[config.mk]
export PLATFORM = sky130hd
export DESIGN_NAME = grm_front
export DESIGN_NICKNAME = d
export VERILOG_FILES = /design/src/grm_pkg.sv /design/src/grm_front.sv
export SDC_FILE = /design/constraint.sdc
export NUM_CORES = 1
export LEC_CHECK = 0
export ABC_AREA = 1
export BUFFER_PORTS_ARGS = -buffer_cell sky130_fd_sc_hd__buf_2
export CORE_MARGIN = 5
export CORE_UTILIZATION = 27
export CTS_CLUSTER_SIZE = 12
export DETAILED_ROUTE_END_ITERATION = 8
export PLACE_DENSITY = 0.43
export SLEW_MARGIN = 20
export SYNTH_ARGS = -nofsm -noshare
export SYNTH_HDL_FRONTEND = slang
export SYNTH_SLANG_ARGS = --single-unit
[constraint.sdc]
create_clock -name clk -period 11.52 [get_ports clk]
set_clock_uncertainty 0.15 [all_clocks]
set_input_delay 1.728 -clock clk [delete_from_list [all_inputs] [get_ports clk]]
set_output_delay 1.728 -clock clk [all_outputs]
set_load 0.02 [all_outputs]
[src/grm_pkg.sv]
// shared types, constants and direction functions for the grid ray marcher
package grm_pkg;

	localparam int MAP_W      = 32;
	localparam int MAP_H      = 32;
	localparam int TILE_SHIFT = 6;
	localparam int ANGLE_BITS = 10;
	localparam int FRAC_BITS  = 8;

	localparam int MAP_XW    = $clog2(MAP_W);
	localparam int MAP_YW    = $clog2(MAP_H);
	localparam int MAP_CELLS = MAP_W * MAP_H;
	localparam int MAP_AW    = MAP_XW + MAP_YW;

	localparam int CELL_W = 5;
	localparam int TILE_W = 8;
	localparam int XY_W   = 19;
	localparam int ANG_W  = 10;
	localparam int DIST_W = 10;

	// sample position: room for the coordinate, one step of overshoot and the sign
	localparam int POS_W  = XY_W + 2;
	localparam int STEP_W = FRAC_BITS + 2;
	localparam int SH     = FRAC_BITS + TILE_SHIFT;

	localparam logic [DIST_W-1:0] MAX_DIST_RESET = DIST_W'(1000);

	localparam int JOBQ_DEPTH = 2;
	localparam int JOBQ_AW    = $clog2(JOBQ_DEPTH);

	localparam logic CMD_WRITE = 1'b0;
	localparam logic CMD_CAST  = 1'b1;

	typedef struct packed {
		logic              cmd;
		logic [CELL_W-1:0] cell_x;
		logic [CELL_W-1:0] cell_y;
		logic [TILE_W-1:0] cell_value;
		logic [XY_W-1:0]   start_x;
		logic [XY_W-1:0]   start_y;
		logic [ANG_W-1:0]  ray_angle;
	} in_item_t;

	typedef struct packed {
		logic              hit;
		logic [XY_W-1:0]   hit_x;
		logic [XY_W-1:0]   hit_y;
		logic [DIST_W-1:0] distance;
		logic [TILE_W-1:0] wall_code;
	} out_item_t;

	// classified request handed from front to back
	typedef struct packed {
		logic                     cmd;
		logic                     wr_ok;
		logic [MAP_AW-1:0]        wr_addr;
		logic [TILE_W-1:0]        wr_value;
		logic [XY_W-1:0]          start_x;
		logic [XY_W-1:0]          start_y;
		logic signed [STEP_W-1:0] dir_x;
		logic signed [STEP_W-1:0] dir_y;
	} job_t;

	typedef logic [64:0][15:0] qw_t;

	// quarter-wave sine table, q15, built by the integer recurrence
	function automatic qw_t build_qw();
		logic [63:0] prev;
		logic [63:0] cur;
		logic [63:0] nxt;
		logic [63:0] twice;
		qw_t t;
		prev = 64'd0;
		cur  = 64'd26350943;
		t[0] = 16'd0;
		t[1] = 16'((cur + 64'd16384) >> 15);
		for (int k = 2; k <= 64; k++) begin
			twice = (64'd1073418433 * cur + (64'd1 << 28)) >> 29;
			nxt   = (twice >= prev) ? twice - prev : 64'd0;
			prev  = cur;
			cur   = nxt;
			t[k]  = 16'((cur + 64'd16384) >> 15);
		end
		return t;
	endfunction

	localparam qw_t QW = build_qw();

	// p covers a quarter turn in 0..16384, result is a q15 magnitude
	function automatic logic [15:0] quarter_sine(input logic [14:0] p);
		logic [6:0]  i;
		logic [7:0]  f;
		logic [15:0] lo;
		logic [15:0] hi;
		logic [15:0] diff;
		logic [23:0] prod;
		logic [15:0] res;
		i = p[14:8];
		f = p[7:0];
		if (i >= 7'd64) begin
			res = QW[64];
		end else begin
			lo = QW[i];
			hi = QW[i + 7'd1];
			if (hi < lo) begin
				res = lo;
			end else begin
				diff = hi - lo;
				prod = 24'(diff) * 24'(f) + 24'd128;
				res  = lo + 16'(prod >> 8);
			end
		end
		return res;
	endfunction

	// unit step component: minus the sine of a 16-bit angle, FRAC_BITS fraction bits
	function automatic logic signed [STEP_W-1:0] neg_sine(input logic [15:0] a16);
		logic [14:0] arg;
		logic [15:0] m;
		logic [16:0] r;
		logic [STEP_W-1:0] mag;
		arg = a16[14] ? (15'd16384 - {1'b0, a16[13:0]}) : {1'b0, a16[13:0]};
		m   = quarter_sine(arg);
		r   = (17'(m) + (17'd1 << (14 - FRAC_BITS))) >> (15 - FRAC_BITS);
		mag = STEP_W'(r);
		return a16[15] ? signed'(mag) : -signed'(mag);
	endfunction

endpackage

[src/grm_front.sv]
// front end: takes requests, classifies them and works out the step vector
module grm_front (
	input  logic                clk,
	input  logic                arst_n,
	input  logic                push,
	input  grm_pkg::in_item_t   item,
	output logic                full,
	input  logic                hold,
	input  logic                jobq_full,
	output logic                jobq_push,
	output grm_pkg::job_t       job
);

	logic              valid_s1;
	grm_pkg::in_item_t item_s1;
	logic [15:0]       a16;
	logic              take;

	assign full      = hold || (valid_s1 && jobq_full);
	assign take      = push && !full;
	assign jobq_push = valid_s1 && !jobq_full;

	always_comb begin
		a16 = 16'(item_s1.ray_angle[grm_pkg::ANGLE_BITS-1:0]) << (16 - grm_pkg::ANGLE_BITS);
		job.cmd      = item_s1.cmd;
		job.wr_ok    = (int'(item_s1.cell_x) < grm_pkg::MAP_W) &&
			(int'(item_s1.cell_y) < grm_pkg::MAP_H);
		job.wr_addr  = {item_s1.cell_y[grm_pkg::MAP_YW-1:0],
			item_s1.cell_x[grm_pkg::MAP_XW-1:0]};
		job.wr_value = item_s1.cell_value;
		job.start_x  = item_s1.start_x;
		job.start_y  = item_s1.start_y;
		// step is (-cos, -sin), cos taken as sine a quarter turn ahead
		job.dir_x    = grm_pkg::neg_sine(a16 + 16'd16384);
		job.dir_y    = grm_pkg::neg_sine(a16);
	end

	always_ff @(posedge clk or negedge arst_n) begin
		if (!arst_n) begin
			valid_s1 <= 1'b0;
			item_s1  <= '0;
		end else begin
			if (take) begin
				valid_s1 <= 1'b1;
				item_s1  <= item;
			end else if (jobq_push) begin
				valid_s1 <= 1'b0;
			end
		end
	end

endmodule

==> impl_metrics.ini, run 1 <==
[logic_synthesis]
mappedNetlistNets = 2673
synth_warnings = 0
post_synth_edffs = 0
ys_ff_latch = 68
asyncSetResetFlopFracSynth_pct = 100.0
syn-mean-instance-area_um2 = 6.270
synth_ff_type = dfrtp_1
synth-seq-area-share_pct = 11.41
synth.lib_cells_used.distinct = 64
synthesis.instances = 2378
synth_area_um2 = 14910

[drt]
drc = 0
detail_route.wirelength_um = 57380
via_count = 17170
firstDrtPassIters = 7
avgViaCountPerCell = 5.071
antenna_violating_nets_post_route = 0
drt_iter0_markers = 1403
detail_route.wl_per_cell_um = 16.95

[finish]
final_cell_count_no_fill = 3386
mostFrequentLayoutCells = nand2_1 (464), inv_1 (283), nor2_1 (205)
layout-drive-gt1-share_pct = 29.46
nets = 2972
mostFrequentLayoutCell = nand2_1
insertedDiodeCount = 0
areaGrowthSynthToFinish_pct = 31.59
post-route-util_pct = 35.75

[critical_path]
regToRegSetupSlack_ns = 9.36
critPathMaxFanout = 6
critPathMaxStageDelay_ns = 0.53
endpoint_kind = primary output
critPathCapture = job[8]
slowest_stage = or4_1
cp.arrival_ns = 9.23
startpoint_type = flop
worstPathRequired_ns = 9.64
ff2ff_path_depth = 3
worst-path-stages = 60
cell_family_contributing_the_most_delay_on_the_critical_path = adder cells
critical_path.most_common_cell = nand2_1
cp_class = flop to primary output
worst_r2r_endpoint = job[48]$_DFFE_PN0P_
worst_r2r_startpoint = valid_s1$_DFFE_PN0P_
worst_setup_path_startpoint = a16[7]$_DFFE_PN0P_
worstPathBufferInverterCount = 11

[sta]
maximum_frequency_from_static_timing_analysis_mhz = 90.00
fin_ws_ns = 0.4092
hold_worst_slack_ns = 0.3503
slew_headroom_pct = 33.45
finalMaxSlewViolations = 0
final.min_clock_period_ns = 11.11
setup-violations-final = 0
worst_pin_slew_ns = 0.9983
timing.final.hold_violations = 0
fin_crit_sh_pct = 96.45

[global_routing]
number_of_antenna_violations_at_the_first_check_in_global_routing = 2
grt_start_max_net_pins = 79
grt_pass1_wl_um = 88690
first_global_vias = 16380
grt_remaining_overflow = 0
global_route.usage.total_pct = 17.84

[clock_tree]
count_of_hold_fix_buffers_inserted_at_cts = 0
clk_root_buf = clkbuf_16
max-clock-path-buffers = 2
cts_tree = done
cts-buffers-inserted = 9
clk-insertion-delay-late_ns = 0.32
htreeDepth = 3
clock_sinks = 68
clk_pin_slew_ns = 0.06

[placed_design]
io_buffers = 150
dp_slack_ns = 0.08169
place_congestion = 0.9603
dp_hpwl_um = 45070
placedCellCount = 3306

[die]
die_area_um2 = 60020
ioPinCount = 152
dieHeight_um = 245.0
fp-row-count = 86
fp.coreArea_um2 = 54880
effective_utilization_at_floorplan_pct = 27.17
die_w_um = 245.0

[hold_path]
worstHoldPathType = flop to flop

[flow_run]
maxCapViolCount = 0

[status]
outcome = finished clean
==> layout make-up <==
| type | instances | area [um2] |
|---|---|---|
| multi-input combinational | 1896 | 13000 |
| tap | 704 | 880.8 |
| inverter | 331 | 1252 |
| fill | 5979 | 35260 |
| clock buffer | 12 | 236.5 |
| sequential | 68 | 1703 |
| clock inverter | 4 | 26.28 |
| timing repair buffer | 371 | 2522 |
==> per-stage QoR <==
step,instance area (um2),TNS [ns]
after floorplan,14920,0
after global routing,19620,-0.5548
after detailed placement,17340,0
after CTS,17780,-0.08175
after global placement,17340,0
final,19620,0
==> cells in the mapped netlist (11+ instances only) <==
library cell / count / area share [%]
o21ai_0: 150 / 5.0
nor3_1: 33 / 1.1
dfrtp_1: 68 / 11
xnor2_1: 17 / 1.0
o21bai_1: 15 / 0.76
buf_2: 20 / 0.67
a31oi_1: 20 / 0.84
nand4_1: 18 / 0.76
nand3_2: 11 / 0.74
buf_4: 12 / 0.60
inv_1: 302 / 7.6
inv_2: 23 / 0.58
nand2_2: 25 / 1.0
a21oi_1: 175 / 5.9
mux2_2: 57 / 4.3
o211ai_1: 21 / 1.1
nand3_1: 178 / 6.0
buf_1: 11 / 0.28
nor2_1: 243 / 6.1
ha_1: 217 / 18
xor2_1: 52 / 3.1
a211oi_1: 18 / 0.91
clkbuf_1: 37 / 0.93
nand2_1: 510 / 13
==> flip-flops by register name, summed over array words and instances, names as in the netlist <==
| register | flops |
|---|---|
| a16 | 10 |
| valid_s1 | 1 |
| job | 57 |
==> how the worst min path moves through the flow <==
stage	from	endpoint	slack (ns)	depth (start not counted)
final	job[75]$_DFFE_PN0P_	job[75]$_DFFE_PN0P_	0.35	1
after global routing	job[21]$_DFFE_PN0P_	job[21]$_DFFE_PN0P_	0.37	1
after CTS	job[21]$_DFFE_PN0P_	job[21]$_DFFE_PN0P_	0.36	1
after detailed placement	job[67]$_DFFE_PN0P_	job[67]$_DFFE_PN0P_	0.34	1
after global placement	job[56]$_DFFE_PN0P_	job[56]$_DFFE_PN0P_	0.34	1
after floorplan	valid_s1$_DFFE_PN0P_	valid_s1$_DFFE_PN0P_	0.34	2
==> routing by layer <==
metal	vias to the layer above	part of all wire, %	track usage [%]	routed length, um
met2	631	46	29.25	26260
li1	8559	-	-	-
met3	72	6.3	2.341	3611
met5	-	0.019	0	11
met1	7907	46	25.37	26610
met4	2	1.5	3.267	882
==> logic make-up after synthesis <==
family	share of synthesized area, %
flip-flops	11.41
adder cells (fa/ha/maj)	19.02
AND/OR/NAND/NOR	31.48
other	0.02515
XOR/XNOR	4.163
multiplexers	4.305
buffers and inverters	11.06
AO/OA/AOI/OAI	18.54
==> timing repair <==
action | 4_1_cts | 5_1_grt
setup endpoints to repair | 9 | 18
setup buffers | 12 | 51
gates resized for setup | 27 | 338
pin swaps | 2 | 129
cloned | 0 | 1
Power of run 1 is left out: the tool's default activity adds up to more than one toggle a clock period on the data nets, which glitch-free logic cannot reach.
==> run 2: changes to the inputs <==
PLACE_DENSITY = 0.42   (was 0.43)
clock period = 13.6 ns   (was 11.52 ns; I/O delays follow)
==> impl_metrics.ini, run 2 (synthesis gave the netlist of run 1 again) <==
[sta]
timing.final.hold_violations = 0
maximum_frequency_from_static_timing_analysis_mhz = 78.67
setup_tns_ns = 0
slew_headroom_pct = 31.31
worst_pin_slew_ns = 1.030
fin_ws_ns = 0.8894
hold_worst_slack_ns = 0.3492
final.min_clock_period_ns = 12.71
fin_crit_sh_pct = 93.46
setup-violations-final = 0
finalMaxSlewViolations = 0

[die]
fp-row-count = 86
die_area_um2 = 60020
die_w_um = 245.0
ioPinCount = 152
effective_utilization_at_floorplan_pct = 27.17
fp.coreArea_um2 = 54880
dieHeight_um = 245.0

[drt]
antenna_violating_nets_post_route = 0
avgViaCountPerCell = 5.158
drt_iter0_markers = 1434
detail_route.wl_per_cell_um = 17.12
firstDrtPassIters = 7
drc = 0
detail_route.wirelength_um = 55040
via_count = 16580

[clock_tree]
count_of_hold_fix_buffers_inserted_at_cts = 0
clk_root_buf = clkbuf_16
cts_tree = done
clk-insertion-delay-late_ns = 0.32
clk_pin_slew_ns = 0.06
htreeDepth = 3
cts-buffers-inserted = 9
clock_sinks = 68
max-clock-path-buffers = 2

[global_routing]
global_route.usage.total_pct = 17.60
grt_start_max_net_pins = 79
grt_pass1_wl_um = 87890
grt_remaining_overflow = 0
number_of_antenna_violations_at_the_first_check_in_global_routing = 2
first_global_vias = 16060

[critical_path]
cp.arrival_ns = 10.52
endpoint_kind = primary output
critPathMaxFanout = 15
cell_family_contributing_the_most_delay_on_the_critical_path = simple AND/OR/NAND/NOR gates
cp_class = flop to primary output
worstPathRequired_ns = 11.41
critPathMaxStageDelay_ns = 0.50
startpoint_type = flop
worstPathBufferInverterCount = 11
slowest_stage = or4_1

[placed_design]
dp_slack_ns = 0.5839
place_area_um2 = 16470
io_buffers = 150
dp_hpwl_um = 44500
place_congestion = 0.9361

[finish]
insertedDiodeCount = 0
ff_latch_area_um2 = 1703
areaGrowthSynthToFinish_pct = 13.34
layout-drive-gt1-share_pct = 15.30
mostFrequentLayoutCells = nand2_1 (510), inv_1 (299), nor2_1 (240)
nets = 2800
final_cell_area_um2 = 16900
n_fill_cell = 6152
mostFrequentLayoutCell = nand2_1
flip_flop_count_of_the_largest_register_after_layout = 57
multi_input_area_um2 = 11650

[hold_path]
worstHoldPathType = flop to flop

[status]
outcome = finished clean

[flow_run]
maxCapViolCount = 0
==> run 2: area by class of cell <==
type	instances	share of cell area, %
Clock buffer	15	1.644
Clock inverter	1	0.02962
Inverter	331	7.479
Multi-Input combinational cell	1896	68.94
Sequential cell	68	10.08
Tap cell	704	5.213
Timing Repair Buffer	199	6.620
==> run 2: worst paths after layout <==
check	end	slack [ns]	depth (start not counted)	startpoint
max in group asynchronous	a16[6]$_DFFE_PN0P_	10.91	2	arst_n
min reg2reg	job[45]$_DFFE_PN0P_	0.35	1	job[45]$_DFFE_PN0P_
min in group asynchronous	job[59]$_DFFE_PN0P_	1.76	2	arst_n
max reg2reg	job[61]$_DFFE_PN0P_	11.40	3	valid_s1$_DFFE_PN0P_
max	job[9]	0.89	62	a16[6]$_DFFE_PN0P_
min	job[45]$_DFFE_PN0P_	0.35	1	job[45]$_DFFE_PN0P_
==> run 2: timing repair <==
item	CTS	global route
resized for setup	0	33
setup buffers	0	6
endpoints found under the setup margin	0	14
==> run 2: layer usage <==
metal | up-vias | share of wire, % | global-route usage, %
li1 | 8215 | - | -
met1 | 7669 | 48 | 25.54
met2 | 621 | 44 | 28.22
met3 | 70 | 6.6 | 2.450
met4 | 2 | 1.7 | 3.053
met5 | - | 0.036 | 0
==> run 2: worst reg2reg max path, cell delays in order, from the launching register on <==
cell     delay (ns)
dfrtp_1        0.39
nand2_1        0.15
nand3_4        0.77
mux2_2         0.63
==> run 2: stage by stage <==
stage               utilization (%)  instances
global route                  30.79       3214
CTS                           30.53       3208
finish                        30.79       3214
floorplan                         -       2378
global placement              30.02       3192
detailed placement            30.02       3192
Power of run 2 is left out for the same reason.
