--- src/grm_pkg.sv ---
// shared types, constants and direction functions for the grid ray marcher
package grm_pkg;

	localparam int MAP_W      = 32;
	localparam int MAP_H      = 32;
	localparam int TILE_SHIFT = 6;
	localparam int ANGLE_BITS = 10;
	localparam int FRAC_BITS  = 8;

	localparam int MAP_XW    = $clog2(MAP_W);
	localparam int MAP_YW    = $clog2(MAP_H);
	localparam int MAP_CELLS = MAP_W * MAP_H;
	localparam int MAP_AW    = MAP_XW + MAP_YW;

	localparam int CELL_W = 5;
	localparam int TILE_W = 8;
	localparam int XY_W   = 19;
	localparam int ANG_W  = 10;
	localparam int DIST_W = 10;

	// sample position: room for the coordinate, one step of overshoot and the sign
	localparam int POS_W  = XY_W + 2;
	localparam int STEP_W = FRAC_BITS + 2;
	localparam int SH     = FRAC_BITS + TILE_SHIFT;

	localparam logic [DIST_W-1:0] MAX_DIST_RESET = DIST_W'(1000);

	localparam int JOBQ_DEPTH = 2;
	localparam int JOBQ_AW    = $clog2(JOBQ_DEPTH);

	localparam logic CMD_WRITE = 1'b0;
	localparam logic CMD_CAST  = 1'b1;

	typedef struct packed {
		logic              cmd;
		logic [CELL_W-1:0] cell_x;
		logic [CELL_W-1:0] cell_y;
		logic [TILE_W-1:0] cell_value;
		logic [XY_W-1:0]   start_x;
		logic [XY_W-1:0]   start_y;
		logic [ANG_W-1:0]  ray_angle;
	} in_item_t;

	typedef struct packed {
		logic              hit;
		logic [XY_W-1:0]   hit_x;
		logic [XY_W-1:0]   hit_y;
		logic [DIST_W-1:0] distance;
		logic [TILE_W-1:0] wall_code;
	} out_item_t;

	// classified request handed from front to back
	typedef struct packed {
		logic                     cmd;
		logic                     wr_ok;
		logic [MAP_AW-1:0]        wr_addr;
		logic [TILE_W-1:0]        wr_value;
		logic [XY_W-1:0]          start_x;
		logic [XY_W-1:0]          start_y;
		logic signed [STEP_W-1:0] dir_x;
		logic signed [STEP_W-1:0] dir_y;
	} job_t;

	typedef logic [64:0][15:0] qw_t;

	// quarter-wave sine table, q15, built by the integer recurrence
	function automatic qw_t build_qw();
		logic [63:0] prev;
		logic [63:0] cur;
		logic [63:0] nxt;
		logic [63:0] twice;
		qw_t t;
		prev = 64'd0;
		cur  = 64'd26350943;
		t[0] = 16'd0;
		t[1] = 16'((cur + 64'd16384) >> 15);
		for (int k = 2; k <= 64; k++) begin
			twice = (64'd1073418433 * cur + (64'd1 << 28)) >> 29;
			nxt   = (twice >= prev) ? twice - prev : 64'd0;
			prev  = cur;
			cur   = nxt;
			t[k]  = 16'((cur + 64'd16384) >> 15);
		end
		return t;
	endfunction

	localparam qw_t QW = build_qw();

	// p covers a quarter turn in 0..16384, result is a q15 magnitude
	function automatic logic [15:0] quarter_sine(input logic [14:0] p);
		logic [6:0]  i;
		logic [7:0]  f;
		logic [15:0] lo;
		logic [15:0] hi;
		logic [15:0] diff;
		logic [23:0] prod;
		logic [15:0] res;
		i = p[14:8];
		f = p[7:0];
		if (i >= 7'd64) begin
			res = QW[64];
		end else begin
			lo = QW[i];
			hi = QW[i + 7'd1];
			if (hi < lo) begin
				res = lo;
			end else begin
				diff = hi - lo;
				prod = 24'(diff) * 24'(f) + 24'd128;
				res  = lo + 16'(prod >> 8);
			end
		end
		return res;
	endfunction

	// unit step component: minus the sine of a 16-bit angle, FRAC_BITS fraction bits
	function automatic logic signed [STEP_W-1:0] neg_sine(input logic [15:0] a16);
		logic [14:0] arg;
		logic [15:0] m;
		logic [16:0] r;
		logic [STEP_W-1:0] mag;
		arg = a16[14] ? (15'd16384 - {1'b0, a16[13:0]}) : {1'b0, a16[13:0]};
		m   = quarter_sine(arg);
		r   = (17'(m) + (17'd1 << (14 - FRAC_BITS))) >> (15 - FRAC_BITS);
		mag = STEP_W'(r);
		return a16[15] ? signed'(mag) : -signed'(mag);
	endfunction

endpackage

--- src/grm_jobq.sv ---
// short request queue between front and back
module grm_jobq (
	input  logic          clk,
	input  logic          arst_n,
	input  logic          wr_en,
	input  grm_pkg::job_t wr_job,
	output logic          full,
	input  logic          rd_en,
	output logic          empty,
	output grm_pkg::job_t rd_job
);

	grm_pkg::job_t               slots_q [0:grm_pkg::JOBQ_DEPTH-1];
	logic [grm_pkg::JOBQ_AW-1:0] wr_ptr_q;
	logic [grm_pkg::JOBQ_AW-1:0] rd_ptr_q;
	logic [grm_pkg::JOBQ_AW:0]   count_q;
	logic                        do_wr;
	logic                        do_rd;

	assign full   = (count_q == (grm_pkg::JOBQ_AW + 1)'(grm_pkg::JOBQ_DEPTH));
	assign empty  = (count_q == '0);
	assign do_wr  = wr_en && !full;
	assign do_rd  = rd_en && !empty;
	assign rd_job = slots_q[rd_ptr_q];

	always_ff @(posedge clk or negedge arst_n) begin
		if (!arst_n) begin
			wr_ptr_q <= '0;
			rd_ptr_q <= '0;
			count_q  <= '0;
			for (int k = 0; k < grm_pkg::JOBQ_DEPTH; k++) begin
				slots_q[k] <= '0;
			end
		end else begin
			if (do_wr) begin
				slots_q[wr_ptr_q] <= wr_job;
				wr_ptr_q <= (wr_ptr_q == grm_pkg::JOBQ_AW'(grm_pkg::JOBQ_DEPTH - 1)) ?
					'0 : wr_ptr_q + 1'b1;
			end
			if (do_rd) begin
				rd_ptr_q <= (rd_ptr_q == grm_pkg::JOBQ_AW'(grm_pkg::JOBQ_DEPTH - 1)) ?
					'0 : rd_ptr_q + 1'b1;
			end
			if (do_wr && !do_rd) begin
				count_q <= count_q + 1'b1;
			end else if (do_rd && !do_wr) begin
				count_q <= count_q - 1'b1;
			end
		end
	end

endmodule

--- config.mk ---
export PLATFORM = sky130hd
export DESIGN_NAME = grm_jobq
export DESIGN_NICKNAME = d
export VERILOG_FILES = /design/src/grm_pkg.sv /design/src/grm_jobq.sv
export SDC_FILE = /design/constraint.sdc
export NUM_CORES = 1
export LEC_CHECK = 0
export ABC_AREA = 1
export BUFFER_PORTS_ARGS = -buffer_cell sky130_fd_sc_hd__buf_2
export CORE_MARGIN = 2
export CORE_UTILIZATION = 45
export CTS_CLUSTER_SIZE = 8
export DETAILED_ROUTE_END_ITERATION = 16
export PLACE_DENSITY = 0.68
export SKIP_CTS_REPAIR_TIMING = 1
export SLEW_MARGIN = 10
export SYNTH_ARGS = -nofsm -noshare
export SYNTH_HDL_FRONTEND = slang
export SYNTH_SLANG_ARGS = --single-unit
--- constraint.sdc ---
create_clock -name clk -period 2.06 [get_ports clk]
set_input_delay 0 -clock clk [delete_from_list [all_inputs] [get_ports clk]]
set_output_delay 0 -clock clk [all_outputs]
set_load 0.05 [all_outputs]
==> results of run 1 <==
## kinds of logic (layout without fill, tap and decap cells)
group           Yosys count  count (layout)  synth area share (%)
fa+ha+maj                 1               1                 0.165
compound gates            1               1                0.0660
buf+inv                  93             300                  5.73
flops                   160             160                  52.8
xor+xnor                  1               1                 0.116
simple gates            718             718                  41.1
## state kept, by name, indices dropped and copies added, names as in the netlist
signal and count:
count_q 2, slots_q 156, wr_ptr_q 1, rd_ptr_q 1
## metal layers
metal  vias up  share of wire (%)
li1       3579                  -
met1      3493                 45
met2       244                 49
met3        34                5.1
met4         0                1.7
met5         -                  0
## per-stage QoR
stage | setup slack (ns) | hold slack, ns
after floorplan | 0.593 | -0.296
after global placement | 0.606 | 0.00488
after detailed placement | 0.550 | 0.00226
after CTS | 0.171 | -0.446
after global routing | 0.0812 | 0.142
final | 0.192 | 0.118
## worst max-delay path by stage
stage	slack, ns	start	to	cells past startpoint
3_3_place_gp	0.61	wr_ptr_q$_DFFE_PN0P_	slots_q[49]$_DFFE_PN0P_	4
5_1_grt	0.08	rd_ptr_q$_DFFE_PN0P_	rd_job[4]	5
6_report	0.19	rd_ptr_q$_DFFE_PN0P_	rd_job[74]	5
2_1_floorplan	0.59	count_q[0]$_DFFE_PN0P_	count_q[1]$_DFFE_PN0P_	10
3_5_place_dp	0.55	wr_ptr_q$_DFFE_PN0P_	slots_q[29]$_DFFE_PN0P_	4
4_1_cts	0.17	rd_ptr_q$_DFFE_PN0P_	rd_job[74]	5
## power by group through the flow
stage / Combinational [mW] / Clock [mW] / Sequential [mW]
detailed placement: 10.3 / 0 / 5.44
floorplan: 7.89 / 0 / 5.26
global placement: 10.2 / 0 / 5.41
global route: 11.3 / 3.31 / 5.61
CTS: 10.3 / 3.17 / 5.41
finish: 10.4 / 3.12 / 5.42
## layout make-up
class	count	area (sq um)	area share, %
Clock buffer	22	454	4.56
Sequential cell	160	4010	40.3
Timing Repair Buffer	263	1920	19.3
Clock inverter	7	113	1.13
Inverter	8	30.0	0.302
Tap cell	220	275	2.77
Multi-Input combinational cell	721	3150	31.7
## placed cells by master (no fill, tap or decap), drive strengths merged
cell / Yosys / final
nand3b: 1 / 1
bufinv: 0 / 3
buf: 54 / 182
inv: 8 / 8
ha: 1 / 1
nand3: 3 / 3
xnor2: 1 / 1
nand4: 157 / 157
clkinv: 0 / 3
clkinvlp: 0 / 1
dlygate4sd3: 0 / 81
dfrtp: 160 / 160
nor2: 1 / 1
o21ai: 1 / 1
clkbuf: 31 / 22
nand2: 556 / 556
## critical path: cells and delay by family (launching register included)
family                 cells  cell delay (ns)
buffers and inverters      3             0.88
flip-flops                 1             0.42
AND/OR/NAND/NOR            2             0.14
==> impl_metrics.yaml, run 1 <==
synth:
  synth_ff_type: "dfrtp_1"
  yosys_warnings: 0
  synth_top_area_share_pct: 52.8
  syn_inst: 974
  syn_area_per_cell_sq_um: 7.78
  synthTopCellsByArea: "dfrtp_1 53%, nand2_1 27%, nand4_1 13%, buf_2 2.7%, clkbuf_1 1.5%"
  synth_most_common_cell: "nand2_1"
  synth_area_leader_cell: "dfrtp_1"
  syn-cell-area_sq_um: 7580
  synth_fp_nets: 1057
  seq_area_frac_synth_pct: 52.8
  synthArstFlopShare_pct: 100
  yosys-top-cells-count: "555 x nand2_1, 160 x dfrtp_1, 157 x nand4_1, 41 x buf_2, 31 x clkbuf_1"
  ys_seq_elements: 160
  ys_types: 18
  synth_edf_count: 0
placed_design:
  gp_congestion: 0.747
  dp_hpwl_mm: 11.7
  numPortBuffers: 161
  post-place-cells: 1291
  place_area_sq_um: 8580
pwr:
  total_power_mw: 18.9
  power_frac_comb_pct: 54.9
  p_leak_nw: 5.52
  ir_drop_mv: 0.936
  power_density_nw_per_um2: 1900
  switchingPower_mw: 9.82
  switching_share_pct: 51.9
  power_frac_seq_pct: 28.6
  clkPwrFrac_pct: 16.5
  p_int_mw: 9.11
run:
  maxCapViolCount: 0
critical_path:
  criticalPathCategory: "flop to primary output"
  crit_fanout: 18
  cp-start-kind: "flop"
  cp_slowest_cell: "dfrtp_2"
  rr_startpoint: "wr_ptr_q$_DFFE_PN0P_"
  r2r_cells: 4
  crit_top_cell: "nand2_1"
  r2r_slack_ns: 0.53
  crit_arrival_ns: 1.87
  end_kind: "primary output"
  timing.rr.end: "slots_q[29]$_DFFE_PN0P_"
  cp.required_ns: 2.06
  cpPeakStageDelay_ns: 0.42
  path_cells: "inv_2 -> buf_4 -> nand2_1 -> nand2_1 -> buf_2"
global_routing:
  antenna_found_initial: 0
  grt_pass1_vias: 6451
  gr-usage-met1_pct: 32.7
  gr-usage-met3_pct: 5.14
  grt_usage_pct: 23.5
  grt_start_max_net_pins: 114
  overflow: 0
  met2_usage_pct: 36.8
  grt_busiest_layer: "met2"
  grt_pass1_wl_mm: 33.4
sta:
  fmax_mhz: 535
  setup_tns_ns: 0
  period_needed_ns: 1.87
  finalHoldViolations: 0
  min_period_over_period_pct: 90.7
  maxSlewViolCount: 0
  maxSlewHeadroom_pct: 63.3
  rsz0062_at_grt: "false"
  setup_violations: 0
  finClkSkew_ns: 0.00741
  tightest_slew_ns: 0.550
layout:
  diodes: 0
  drive_gt1_share_pct: 18.2
  utilization_pct: 60.2
  final_area_sq_um: 9950
  num-fill-cells: 1477
  syn_to_final_growth_pct: 31.4
  fin_nets: 1254
  layout.cells.non_filler: 1401
cts:
  cts_max_level: 4
  cts_max_path_buffers: 2
  clock_sinks: 160
  cts_buffers: 17
  cts_tree: "built"
  root_buffer: "clkbuf_16"
  clkTransAtPathRegs_ns: 0.06
  clk_latency_ns: 0.42
floorplanning:
  top_level_ports: 162
  die_y_um: 134
  design.core.area_sq_um: 16500
  initial_core_util_pct: 45.9
  num_rows: 47
  die-area_sq_um: 17900
  die-width_um: 134
routing:
  vias_per_cell: 5.25
  num_vias: 7350
  dr.pass1.iters: 5
  drc: 0
  wirelength_mm: 21.3
  wire_per_inst_um: 15.2
  ant_nets: 0
  drt_iter0_markers: 569
outcome:
  status: "finished clean"
worst_hold_path:
  worst_hold_path_type: "input pin to asynchronous set/reset pin"
(Power assumes the default switching activity.)
==> inputs of run 2 (changes only) <==
--- a/config.mk
+++ b/config.mk
@@ -7,7 +7,7 @@
 export LEC_CHECK = 0
 export ABC_AREA = 1
 export BUFFER_PORTS_ARGS = -buffer_cell sky130_fd_sc_hd__buf_2
-export CORE_MARGIN = 2
+export CORE_MARGIN = 5
 export CORE_UTILIZATION = 45
 export CTS_CLUSTER_SIZE = 8
 export DETAILED_ROUTE_END_ITERATION = 16
==> impl_metrics.yaml, run 2 (synthesized netlist as in run 1, its figures left out) <==
routing:
  drc: 0
  dr.pass1.iters: 5
  num_vias: 7361
  wirelength_mm: 22.1
  ant_nets: 0
  drt_iter0_markers: 704
  vias_per_cell: 5.27
  wire_per_inst_um: 15.8
layout:
  syn_to_final_growth_pct: 31.3
  drive_gt1_share_pct: 17.9
  fin_nets: 1250
  layout_commonest_cell: "nand2_1"
  multi_input_area_sq_um: 3150
  largest-register: "slots_q"
  final_cell_mix: "555 x nand2_1, 159 x buf_2, 158 x dfrtp_1, 157 x nand4_1, 81 x dlygate4sd3_1"
  diodes: 0
  largest_reg_flops: 156
  register_area_sq_um: 4010
  reg_top3: "slots_q (156), count_q (2)"
  num-fill-cells: 1496
  utilization_pct: 60.2
floorplanning:
  die_y_um: 140
  top_level_ports: 162
  initial_core_util_pct: 45.9
  design.core.area_sq_um: 16500
  num_rows: 47
  die-area_sq_um: 19500
  die-width_um: 140
pwr:
  power_density_nw_per_um2: 1920
  ir_drop_mv: 1.06
  clkPwrFrac_pct: 16.9
  p_leak_nw: 5.52
  power_frac_seq_pct: 28.5
  switchingPower_mw: 9.88
  total_power_mw: 19.1
  p_int_mw: 9.21
  switching_share_pct: 51.8
  power_frac_comb_pct: 54.5
sta:
  fin_hold_ws_ns: 0.0192
  maxSlewViolCount: 0
  setup_tns_ns: 0
  finalHoldViolations: 0
  tightest_slew_ns: 0.888
  fin_ws_ns: 0.168
  rsz0062_at_grt: "false"
  fmax_mhz: 529
  maxSlewHeadroom_pct: 40.8
  setup_violations: 0
  period_needed_ns: 1.89
  min_period_over_period_pct: 91.8
  finClkSkew_ns: 0.0102
critical_path:
  crit_fanout: 38
  cp_slowest_cell: "dfrtp_2"
  r2r_slack_ns: 0.51
  cpPeakStageDelay_ns: 0.42
  cp-start-kind: "flop"
  path_cells: "inv_2 -> buf_12 -> nand2_1 -> nand2_1 -> buf_2"
  crit_top_cell: "nand2_1"
  rr_startpoint: "count_q[0]$_DFFE_PN0P_"
  end_kind: "primary output"
  crit_arrival_ns: 1.89
  r2r_cells: 6
  cp.required_ns: 2.06
  timing.rr.end: "slots_q[111]$_DFFE_PN0P_"
  criticalPathCategory: "flop to primary output"
cts:
  clk_latency_ns: 0.42
  cts_max_path_buffers: 2
  root_buffer: "clkbuf_16"
  clkTransAtPathRegs_ns: 0.06
  cts_max_level: 4
  clock_sinks: 160
  cts_tree: "built"
  cts_buffers: 17
placed_design:
  numPortBuffers: 161
  dp_hpwl_mm: 12.4
  place_ws_ns: 0.529
  gp_congestion: 0.784
outcome:
  status: "finished clean"
global_routing:
  overflow: 0
  grt_pass1_wl_mm: 35.4
  grt_usage_pct: 22.0
  grt_pass1_vias: 6918
  grt_start_max_net_pins: 107
  antenna_found_initial: 0
worst_hold_path:
  worst_hold_path_type: "input pin to asynchronous set/reset pin"
run:
  maxCapViolCount: 0
-- run 2: cell types whose count changed in the layout (fill, tap and decap cells not counted), sizes merged --
cell	delta
bufinv	+1
clkbuf	+1
clkinvlp	-1
buf	-4
-- run 2: final cells by class --
class	instances	area share, %
tap	220	2.77
clock buffer	23	4.60
sequential	160	40.3
multi-input combinational	721	31.7
clock inverter	7	1.36
inverter	8	0.302
timing repair buffer	259	19.0
-- run 2: critical path: cells and delay by family, from the launching register on --
kind | cells | cell delay (ns)
DFF | 1 | 0.42
and+or+nand+nor | 2 | 0.17
buffers and inverters | 3 | 0.85
-- run 2: power by group through the flow --
stage               Clock, mW  Combinational [mW]  Sequential (mW)
floorplan                   0                7.89             5.26
global placement            0                10.2             5.44
CTS                      3.29                10.4             5.43
global route             3.40                11.3             5.63
detailed placement          0                10.3             5.46
finish                   3.23                10.4             5.45
-- run 2: metrics by stage --
step	cell area [sq um]	cells
finish	9950	1398
global route	9950	1398
CTS	9140	1317
detailed placement	8550	1287
global placement	8550	1287
floorplan	7580	974
-- run 2: worst max path at each step --
stage                           start                       end  slack [ns]  cells after the start
6_report         rd_ptr_q$_DFFE_PN0P_                rd_job[38]        0.17                      5
5_1_grt        count_q[0]$_DFFE_PN0P_                      full        0.08                      5
2_1_floorplan  count_q[0]$_DFFE_PN0P_    count_q[1]$_DFFE_PN0P_        0.59                     10
3_3_place_gp   count_q[0]$_DFFE_PN0P_  slots_q[137]$_DFFE_PN0P_        0.58                      6
4_1_cts          rd_ptr_q$_DFFE_PN0P_                rd_job[38]        0.14                      5
3_5_place_dp   count_q[0]$_DFFE_PN0P_  slots_q[128]$_DFFE_PN0P_        0.53                      6
-- run 2: metal layers --
metal	vias up	part of all wire, %	track usage, %
met1	3509	44	30.4
met2	264	48	35.4
li1	3563	-	-
met4	0	1.4	6.73
met3	25	6.4	3.91
met5	-	0	0
==> inputs of run 3 (changes only) <==
--- a/config.mk
+++ b/config.mk
@@ -7,13 +7,15 @@
 export LEC_CHECK = 0
 export ABC_AREA = 1
 export BUFFER_PORTS_ARGS = -buffer_cell sky130_fd_sc_hd__buf_2
-export CORE_MARGIN = 5
-export CORE_UTILIZATION = 45
+export CELL_PAD_IN_SITES_DETAIL_PLACEMENT = 1
+export CELL_PAD_IN_SITES_GLOBAL_PLACEMENT = 1
+export CORE_MARGIN = 10
+export CORE_UTILIZATION = 40
 export CTS_CLUSTER_SIZE = 8
 export DETAILED_ROUTE_END_ITERATION = 16
-export PLACE_DENSITY = 0.68
+export PLACE_DENSITY_LB_ADDON = 0.1
 export SKIP_CTS_REPAIR_TIMING = 1
-export SLEW_MARGIN = 10
+export SLEW_MARGIN = 30
 export SYNTH_ARGS = -nofsm -noshare
 export SYNTH_HDL_FRONTEND = slang
 export SYNTH_SLANG_ARGS = --single-unit
==> impl_metrics.yaml, run 3 (synthesized netlist as in run 1, its figures left out) <==
routing:
  drc: 0
  vias_per_cell: 5.22
  num_vias: 7410
  drt_iter0_markers: 335
  wirelength_mm: 24.9
  wire_per_inst_um: 17.5
  dr.pass1.iters: 5
  ant_nets: 0
global_routing:
  overflow: 0
  grt_start_max_net_pins: 97
  antenna_found_initial: 1
  grt_pass1_vias: 7327
  grt_pass1_wl_mm: 39.5
  grt_usage_pct: 19.8
cts:
  clk_latency_ns: 0.43
  clock_sinks: 160
  root_buffer: "clkbuf_16"
  clkTransAtPathRegs_ns: 0.07
  cts_max_level: 4
  cts_max_path_buffers: 2
  cts_tree: "built"
  cts_buffers: 17
layout:
  num-fill-cells: 2315
  reg_top3: "slots_q (156), count_q (2)"
  largest_reg_flops: 156
  syn_to_final_growth_pct: 31.0
  register_area_sq_um: 4010
  largest-register: "slots_q"
  final_cell_mix: "555 x nand2_1, 159 x buf_2, 158 x dfrtp_1, 157 x nand4_1, 81 x dlygate4sd3_1"
  utilization_pct: 53.3
  layout.cells.non_filler: 1420
  multi_input_area_sq_um: 3150
  drive_gt1_share_pct: 18.8
  fin_nets: 1255
  layout_commonest_cell: "nand2_1"
worst_hold_path:
  worst_hold_path_type: "input pin to asynchronous set/reset pin"
critical_path:
  cp-start-kind: "flop"
  criticalPathCategory: "flop to primary output"
  r2r_cells: 5
  cp.required_ns: 2.06
  timing.rr.end: "slots_q[146]$_DFFE_PN0P_"
  crit_arrival_ns: 1.84
  crit_fanout: 35
  end_kind: "primary output"
  rr_startpoint: "wr_ptr_q$_DFFE_PN0P_"
  r2r_slack_ns: 0.55
pwr:
  ir_drop_mv: 1.08
  p_leak_nw: 5.49
  power_density_nw_per_um2: 1910
sta:
  fmax_mhz: 544
  fin_hold_ws_ns: 0.0953
  maxSlewHeadroom_pct: 49.9
  setup_tns_ns: 0
  maxSlewViolCount: 0
  min_period_over_period_pct: 89.3
  tightest_slew_ns: 0.752
  fin_ws_ns: 0.221
  finClkSkew_ns: 0.00841
  rsz0062_at_grt: "false"
  setup_violations: 0
  period_needed_ns: 1.84
  finalHoldViolations: 0
placed_design:
  gp_congestion: 0.735
  place_ws_ns: 0.528
  dp_hpwl_mm: 14.9
  post-place-cells: 1306
  numPortBuffers: 161
floorplanning:
  initial_core_util_pct: 40.6
  top_level_ports: 162
  die-area_sq_um: 24800
  design.core.area_sq_um: 18600
  num_rows: 50
  die-width_um: 158
  die_y_um: 158
outcome:
  status: "finished clean"
run:
  maxCapViolCount: 0
run 3: changes by cell type in the layout (fill, tap and decap cells not counted), moves of 2 or more:
cell	before	now
clkbuf_1	5	0
clkinvlp_4	0	4
bufinv_16	4	0
inv_6	0	4
buf_4	7	15
buf_12	11	7
clkinv_2	3	1
clkinv_4	0	4
run 3: worst max path at each step:
stage	end	slack (ns)	cells past startpoint	start
after floorplan	count_q[1]$_DFFE_PN0P_	0.59	10	count_q[0]$_DFFE_PN0P_
after global placement	slots_q[35]$_DFFE_PN0P_	0.57	6	count_q[0]$_DFFE_PN0P_
after detailed placement	slots_q[146]$_DFFE_PN0P_	0.53	5	wr_ptr_q$_DFFE_PN0P_
after CTS	rd_job[66]	0.16	5	rd_ptr_q$_DFFE_PN0P_
after global routing	rd_job[66]	0.07	5	rd_ptr_q$_DFFE_PN0P_
final	rd_job[66]	0.22	5	rd_ptr_q$_DFFE_PN0P_
run 3: through the flow:
stage	cell area (sq um)	power, mW
floorplan	7580	13.2
global placement	8550	15.8
detailed placement	8550	16.0
CTS	9110	19.1
global route	9930	20.4
finish	9930	19.0
run 3: metal layers:
metal  global-route usage, %  vias up  share of wire, %
met3                    4.56       15               4.6
li1                        -     3589                 -
met5                       0        -                 0
met1                    26.4     3659                46
met4                    5.39        0              0.89
met2                    31.6      147                49
run 3: layout make-up:
class,count,share of cell area [%]
Clock buffer,19,4.56
Multi-Input combinational cell,721,31.8
Tap cell,234,2.95
Timing Repair Buffer,264,19.0
Inverter,8,0.302
Sequential cell,160,40.4
Clock inverter,13,1.06
Antenna cell,1,0.0252
run 3: critical path, cell delays in order, from the launching register on:
cell and delay [ns]:
dfrtp_2 0.43, inv_2 0.07, buf_4 0.39, nand2_1 0.11, nand2_1 0.12, buf_2 0.27
run 3: where the power goes:
| part | total [mW] | leakage (nW) | switching [mW] | internal [mW] |
|---|---|---|---|---|
| clock | 2.99 | 0.263 | 1.37 | 1.63 |
| sequential | 5.51 | 1.99 | 0.865 | 4.65 |
| combinational | 10.5 | 3.24 | 7.96 | 2.50 |
